File: config.mk
export PLATFORM = sky130hd
export DESIGN_NAME = two_ctrl
export DESIGN_NICKNAME = d
export VERILOG_FILES = /design/src/sv/two_pkg.sv /design/src/sv/two_ctrl.sv
export SDC_FILE = /design/constraint.sdc
export NUM_CORES = 1
export LEC_CHECK = 0
export ABC_AREA = 1
export BUFFER_PORTS_ARGS = -buffer_cell sky130_fd_sc_hd__buf_2
export CORE_MARGIN = 1.5
export CORE_UTILIZATION = 50
export DETAILED_ROUTE_END_ITERATION = 10
export GPL_ROUTABILITY_DRIVEN = 1
export PLACE_DENSITY = 0.83
export SLEW_MARGIN = 20
export SYNTH_ARGS = -nofsm -noshare
export SYNTH_HDL_FRONTEND = slang
export SYNTH_SLANG_ARGS = --single-unit
File: constraint.sdc
create_clock -name clock -period 4.4 [get_ports clock]
set_clock_uncertainty 0.2 [all_clocks]
set_input_delay 0.88 -clock clock [delete_from_list [all_inputs] [get_ports clock]]
set_output_delay 0.88 -clock clock [all_outputs]
set_load 0.005 [all_outputs]
File: src/sv/two_pkg.sv
// Package: shared types, constants and arc tangent table for tracking wheel odometry.
`timescale 1ns / 1ps
`default_nettype none
package two_pkg;

   // Request word: wheel positions, sensor heading, zero request
   typedef struct packed {
      logic signed [31:0] vertical_count;
      logic signed [31:0] horizontal_count;
      logic signed [31:0] heading_raw;
      logic               zero_heading;
   } req_type;

   // Response word: pose
   typedef struct packed {
      logic signed [39:0] pos_x;
      logic signed [39:0] pos_y;
      logic signed [31:0] heading;
   } rsp_type;

   typedef enum logic [3:0] {
      S_IDLE,
      S_REDUCE,
      S_QUAD,
      S_ZINIT,
      S_CORDIC,
      S_MUL,
      S_ACC,
      S_ROUND,
      S_COMMIT
   } state_type;

   // Commands from the controller to the datapath
   typedef struct packed {
      logic       load;
      logic       red_step;
      logic       quad;
      logic       zinit;
      logic       rot_step;
      logic       mul;
      logic       acc;
      logic       round;
      logic       commit;
      logic [4:0] idx;
   } cmd_type;

   // Status from the datapath to the controller
   typedef struct packed {
      logic out_busy;
   } sts_type;

   localparam logic [15:0] DPC_RESET  = 16'd2928;
   localparam logic [33:0] MOD_FULL   = 34'd72000;
   localparam logic [34:0] RED_BIAS   = 35'd4320000000;
   localparam logic [4:0]  RED_TOP    = 5'd17;
   localparam logic [16:0] QUAD_1     = 17'd18000;
   localparam logic [16:0] QUAD_2     = 17'd36000;
   localparam logic [16:0] QUAD_3     = 17'd54000;
   localparam logic [1:0]  TERM_LAST  = 2'd3;
   localparam logic signed [33:0] GAIN_Q30 = 34'sd652032874;

   localparam int TBL_N = 32;
   typedef logic [TBL_N-1:0][63:0] atan_tbl_type;

   // Unsigned quotient by shift and subtract, for tables built at elaboration
   function automatic logic [63:0] udiv64(input logic [63:0] num, input logic [63:0] den);
      logic [63:0] quo;
      logic [63:0] rmd;
      int b;
      quo = '0;
      rmd = '0;
      for (b = 63; b >= 0; b--) begin
         rmd = {rmd[62:0], num[b]};
         if (rmd >= den) begin
            rmd = rmd - den;
            quo[b] = 1'b1;
         end
      end
      return quo;
   endfunction

   // pi/4 in Q60 by Machin's formula
   function automatic longint quarter_pi();
      longint p;
      longint t;
      longint s5;
      longint s239;
      int k;
      p = 64'sd1 <<< 60;
      p = p / 5;
      s5 = 0;
      k = 0;
      while (p != 0) begin
         t = longint'(udiv64(64'(p), 64'(2 * k + 1)));
         s5 = (k % 2 == 1) ? s5 - t : s5 + t;
         p = p / 25;
         k++;
      end
      p = 64'sd1 <<< 60;
      p = p / 239;
      s239 = 0;
      k = 0;
      while (p != 0) begin
         t = longint'(udiv64(64'(p), 64'(2 * k + 1)));
         s239 = (k % 2 == 1) ? s239 - t : s239 + t;
         p = p / 57121;
         k++;
      end
      return 4 * s5 - s239;
   endfunction

   // atan(2^-i) in Q60 by the alternating series
   function automatic atan_tbl_type build_atan();
      atan_tbl_type tbl;
      longint sum;
      longint t;
      int i;
      int k;
      int e;
      tbl[0] = quarter_pi();
      for (i = 1; i < TBL_N; i++) begin
         sum = 0;
         k = 0;
         e = 60 - i;
         while (e >= 0) begin
            t = longint'(udiv64(64'd1 << e, 64'(2 * k + 1)));
            sum = (k % 2 == 1) ? sum - t : sum + t;
            k++;
            e = 60 - i * (2 * k + 1);
         end
         tbl[i] = sum;
      end
      return tbl;
   endfunction

   localparam atan_tbl_type ATAN_TBL = build_atan();
   localparam logic [63:0] UNIT_Q60 = 64'((4 * quarter_pi()) / 36000);

endpackage
`default_nettype wire

File: src/sv/two_ctrl.sv
// Controller: sequences load, angle reduction, CORDIC, products, rounding and commit.
`timescale 1ns / 1ps
`default_nettype none
module two_ctrl #(
   parameter int CORDIC_STEPS = 16
) (
   input  wire logic          clock,
   input  wire logic          reset,
   input  wire logic          req_valid,
   output logic               req_ready,
   input  wire two_pkg::sts_type sts,
   output two_pkg::cmd_type   cmd
);
   localparam logic [4:0] LAST_STEP = 5'(CORDIC_STEPS - 1);

   two_pkg::state_type state_ff;
   two_pkg::state_type state_in;
   logic [4:0]         cnt_ff;
   logic [4:0]         cnt_in;

   // Next state and step counter
   always_comb begin
      state_in = state_ff;
      cnt_in   = cnt_ff;
      unique case (state_ff)
         two_pkg::S_IDLE: begin
            if (req_valid) begin
               state_in = two_pkg::S_REDUCE;
               cnt_in   = two_pkg::RED_TOP;
            end
         end
         two_pkg::S_REDUCE: begin
            if (cnt_ff == 5'd0) begin
               state_in = two_pkg::S_QUAD;
            end else begin
               cnt_in = cnt_ff - 5'd1;
            end
         end
         two_pkg::S_QUAD: begin
            state_in = two_pkg::S_ZINIT;
            cnt_in   = 5'd0;
         end
         two_pkg::S_ZINIT: begin
            state_in = two_pkg::S_CORDIC;
            cnt_in   = 5'd0;
         end
         two_pkg::S_CORDIC: begin
            if (cnt_ff == LAST_STEP) begin
               state_in = two_pkg::S_MUL;
               cnt_in   = 5'd0;
            end else begin
               cnt_in = cnt_ff + 5'd1;
            end
         end
         two_pkg::S_MUL: begin
            state_in = two_pkg::S_ACC;
         end
         two_pkg::S_ACC: begin
            if (cnt_ff[1:0] == two_pkg::TERM_LAST) begin
               state_in = two_pkg::S_ROUND;
            end else begin
               state_in = two_pkg::S_MUL;
               cnt_in   = cnt_ff + 5'd1;
            end
         end
         two_pkg::S_ROUND: begin
            state_in = two_pkg::S_COMMIT;
         end
         two_pkg::S_COMMIT: begin
            if (!sts.out_busy) begin
               state_in = two_pkg::S_IDLE;
            end
         end
         default: begin
            state_in = two_pkg::S_IDLE;
         end
      endcase
   end

   // Commands
   always_comb begin
      cmd          = '0;
      cmd.idx      = cnt_ff;
      req_ready    = 1'b0;
      unique case (state_ff)
         two_pkg::S_IDLE: begin
            req_ready = 1'b1;
            cmd.load  = req_valid;
         end
         two_pkg::S_REDUCE: cmd.red_step = 1'b1;
         two_pkg::S_QUAD:   cmd.quad     = 1'b1;
         two_pkg::S_ZINIT:  cmd.zinit    = 1'b1;
         two_pkg::S_CORDIC: cmd.rot_step = 1'b1;
         two_pkg::S_MUL:    cmd.mul      = 1'b1;
         two_pkg::S_ACC:    cmd.acc      = 1'b1;
         two_pkg::S_ROUND:  cmd.round    = 1'b1;
         two_pkg::S_COMMIT: cmd.commit   = !sts.out_busy;
         default: begin
            cmd = '0;
         end
      endcase
   end

   always_ff @(posedge clock) begin
      if (reset) begin
         state_ff <= two_pkg::S_IDLE;
         cnt_ff   <= 5'd0;
      end else begin
         state_ff <= state_in;
         cnt_ff   <= cnt_in;
      end
   end

endmodule
`default_nettype wire

==> key figures <==
Worst setup path
  • Crit path max fanout: 6
  • CP top delay family: flip-flops
  • Slowest Stage Delay on Critical Path: 0.48 ns
  • WP data arrival: 1.46 ns
  • Worst EP required: 3.32 ns
  • CP Class: reg2out
  • CP Capture Type: output pin
  • Worst Path Buf+Inv: 1
  • CP cell instances: nor2_2, a21oi_1, nor2_1, buf_2
  • Crit-path slowest cell: dfxtp_1
  • CP Launch Type: register

STA
  • Final setup vio count: 0
  • Post-layout minimum cycle time: 2.54 ns
  • Final critical-path share of the clock period: 57.7%
  • Fin Hold WS: 0.337 ns
  • Fin. Hold Viols: 0
  • Tightest Pin Transition: 0.402 ns
  • Setup_tns: 0 ns
  • Fmax: 394 MHz
  • Max_slew headroom: 73.2%
  • Slew Limit Fails: 0
  • RSZ-0062 raised after global routing: false

Job
  • Max-cap violations: 0

Final layout
  • Layout cells sized above 1: 25.9%
  • P&R area growth vs syn: 15.0%
  • Fin nets: 168
  • ANT cells: 0

Pwr
  • Power per cell area: 650 nW/um^2
  • Static Leakage: 0.551 nW
  • Total power: 0.000643 W
  • Maximum VDD drop: 392 uV

Clocking
  • Clock-pin slew on the worst setup and hold paths: 0.06 ns
  • CTS max path bufs: 2
  • CTS tree: done
  • Cts bufs inserted: 3
  • Clk_lat worst skew: 0.26 ns
  • Root Driver: clkbuf_4
  • Hold bufs inserted after CTS: 0
  • Post-CTS Resized: 0
  • H-tree depth: 1
  • Clock sink count: 9
  • Postcts setup bufs: 0

Route
  • First-pass detailed-route iteration total: 8
  • Final ANT Viol Nets: 0
  • Via/cell ratio: 5.46
  • DR iter-0 viols: 50
  • WL final: 2.09 mm
  • Via count: 950
  • DRC Markers: 1
  • Drt wl/cell: 12.0 microns

Floorplanning
  • Die height: 44.5 microns
  • Die area: 1980 sq um
  • Row count: 14
  • Die Wd: 44.5 microns
  • Initial core utilization: 55.2%
  • Area of the core: 1560 sq um
  • I/O pins: 19

Yosys
  • Syn Inst Count: 137
  • Syn avg cell area: 6.28 sq um
  • Synth cell count leaders: 33 x nand2_1, 21 x nor2_1, 16 x inv_1
  • EDFF count, synth: 0
  • Share of the synthesized area in the top cell type: 20.9%
  • Most common cell in the netlist: nand2_1
  • Post-synthesis sequential area ratio: 20.9%
  • Post-Syn Area: 861 sq um
  • Leading area contributor after synthesis: dfxtp_1
  • #FFs+latches synth: 9
  • Syn_nets: 146
  • Synth warn: 0
  • Synth Flop Type: dfxtp_1
  • Synth area leaders: dfxtp_1 21%, nand2_1 14%, nor2_1 9.2%
  • Ys async rst share: 0%
  • Count of cell types in the netlist: 23

Placed design
  • IO buf count: 18
  • HPWL after detailed placement: 1.63 mm
  • GPL Wtd Cong: 0.936

Global route
  • Initial antenna violation count: 0
  • Vias in the first global route: 821
  • Largest net degree at the start of global routing: 9
  • Total track usage: 24.0%
  • Global route overflow: 0
  • First-pass GRT wire length: 3.55 mm

Outcome
  • Outcome: finished with violations
  • Failing checks: DRC

Hold path
  • Worst min-delay path class: reg2reg
-- report_power, final --
part	switching, W	total [W]	internal (W)
Combinational	0.000272	0.000433	0.000161
Clock	0.0000297	0.0000647	0.0000350
Sequential	0.0000373	0.000145	0.000108
-- cells in the final DEF, fill, tap and decap left out --
| cell | instances |
|---|---|
| ha_1 | 5 |
| xor2_1 | 1 |
| o21ai_2 | 1 |
| buf_2 | 18 |
| nor2_2 | 4 |
| o22ai_1 | 1 |
| dfxtp_1 | 9 |
| nor2_8 | 1 |
| inv_2 | 3 |
| clkbuf_4 | 3 |
| a21oi_1 | 6 |
| nand2_1 | 33 |
| nand2_4 | 5 |
| nand3_2 | 1 |
| nand3_1 | 15 |
| o21bai_1 | 2 |
| o21ai_0 | 3 |
| nor2_1 | 21 |
| nor4_1 | 1 |
| nand2_2 | 1 |
| inv_1 | 16 |
| clkbuf_1 | 1 |
| or2_2 | 2 |
| nand4_1 | 3 |
| nor2_4 | 2 |
-- area by class of cell --
cell class | instances | area, sq um
multi-input cells | 108 | 602
fillers | 139 | 569
flip-flops and latches | 9 | 180
repair buffers | 18 | 90.1
inverters | 19 | 71.3
clock buffers | 4 | 26.3
well taps | 16 | 20.0
-- path summary, 6_finish.rpt --
path / startpoint / slack (ns) / endpoint / depth (start not counted)
setup / recovery: state_ff[0]$_SDFFE_PP0P_ / 1.86 / cmd[1] / 4
hold / removal: cnt_ff[1]$_SDFFE_PP0P_ / 0.34 / cnt_ff[1]$_SDFFE_PP0P_ / 2
setup reg to reg: cnt_ff[0]$_SDFFE_PP0P_ / 2.52 / cnt_ff[0]$_SDFFE_PP0P_ / 11
hold reg to reg: cnt_ff[1]$_SDFFE_PP0P_ / 0.34 / cnt_ff[1]$_SDFFE_PP0P_ / 2
-- tightest hold or removal path, delay by kind of cell (launching register included) --
kind            cells  cell delay (ns)
compound gates      2             0.14
flops               1             0.34
-- logic make-up (layout without fill, tap and decap cells) --
logic type,after synthesis,count (layout),share of synthesized area (%)
AND/OR/NAND/NOR,89,89,52.9
buffers and inverters,20,41,9.16
AO/OA/AOI/OAI,13,13,8.72
flip-flops,9,9,20.9
adder cells (fa/ha/maj),5,5,7.27
XOR/XNOR,1,1,1.02
-- metal layers --
layer,share of wire (%),vias up,global-route usage (%)
li1,-,479,-
met4,1.2,0,10.3
met1,51,441,33.7
met3,3.7,5,2.86
met5,0,-,0
met2,44,25,36.5
-- sequential cells by signal (all words and copies together), names as in the netlist --
| register | count |
|---|---|
| cnt_ff | 5 |
| state_ff | 4 |
-- stage by stage --
step | utilization, % | cells | setup slack, ns | instance area (sq um)
detailed placement | 61.8 | 170 | 1.93 | 963
finish | 63.5 | 174 | 1.86 | 990
global route | 63.5 | 174 | 1.73 | 990
floorplan | - | 137 | 2.14 | 861
CTS | 63.5 | 174 | 1.86 | 990
global placement | 61.8 | 170 | 1.97 | 963
No activity file was read; power rests on OpenSTA's default activity.
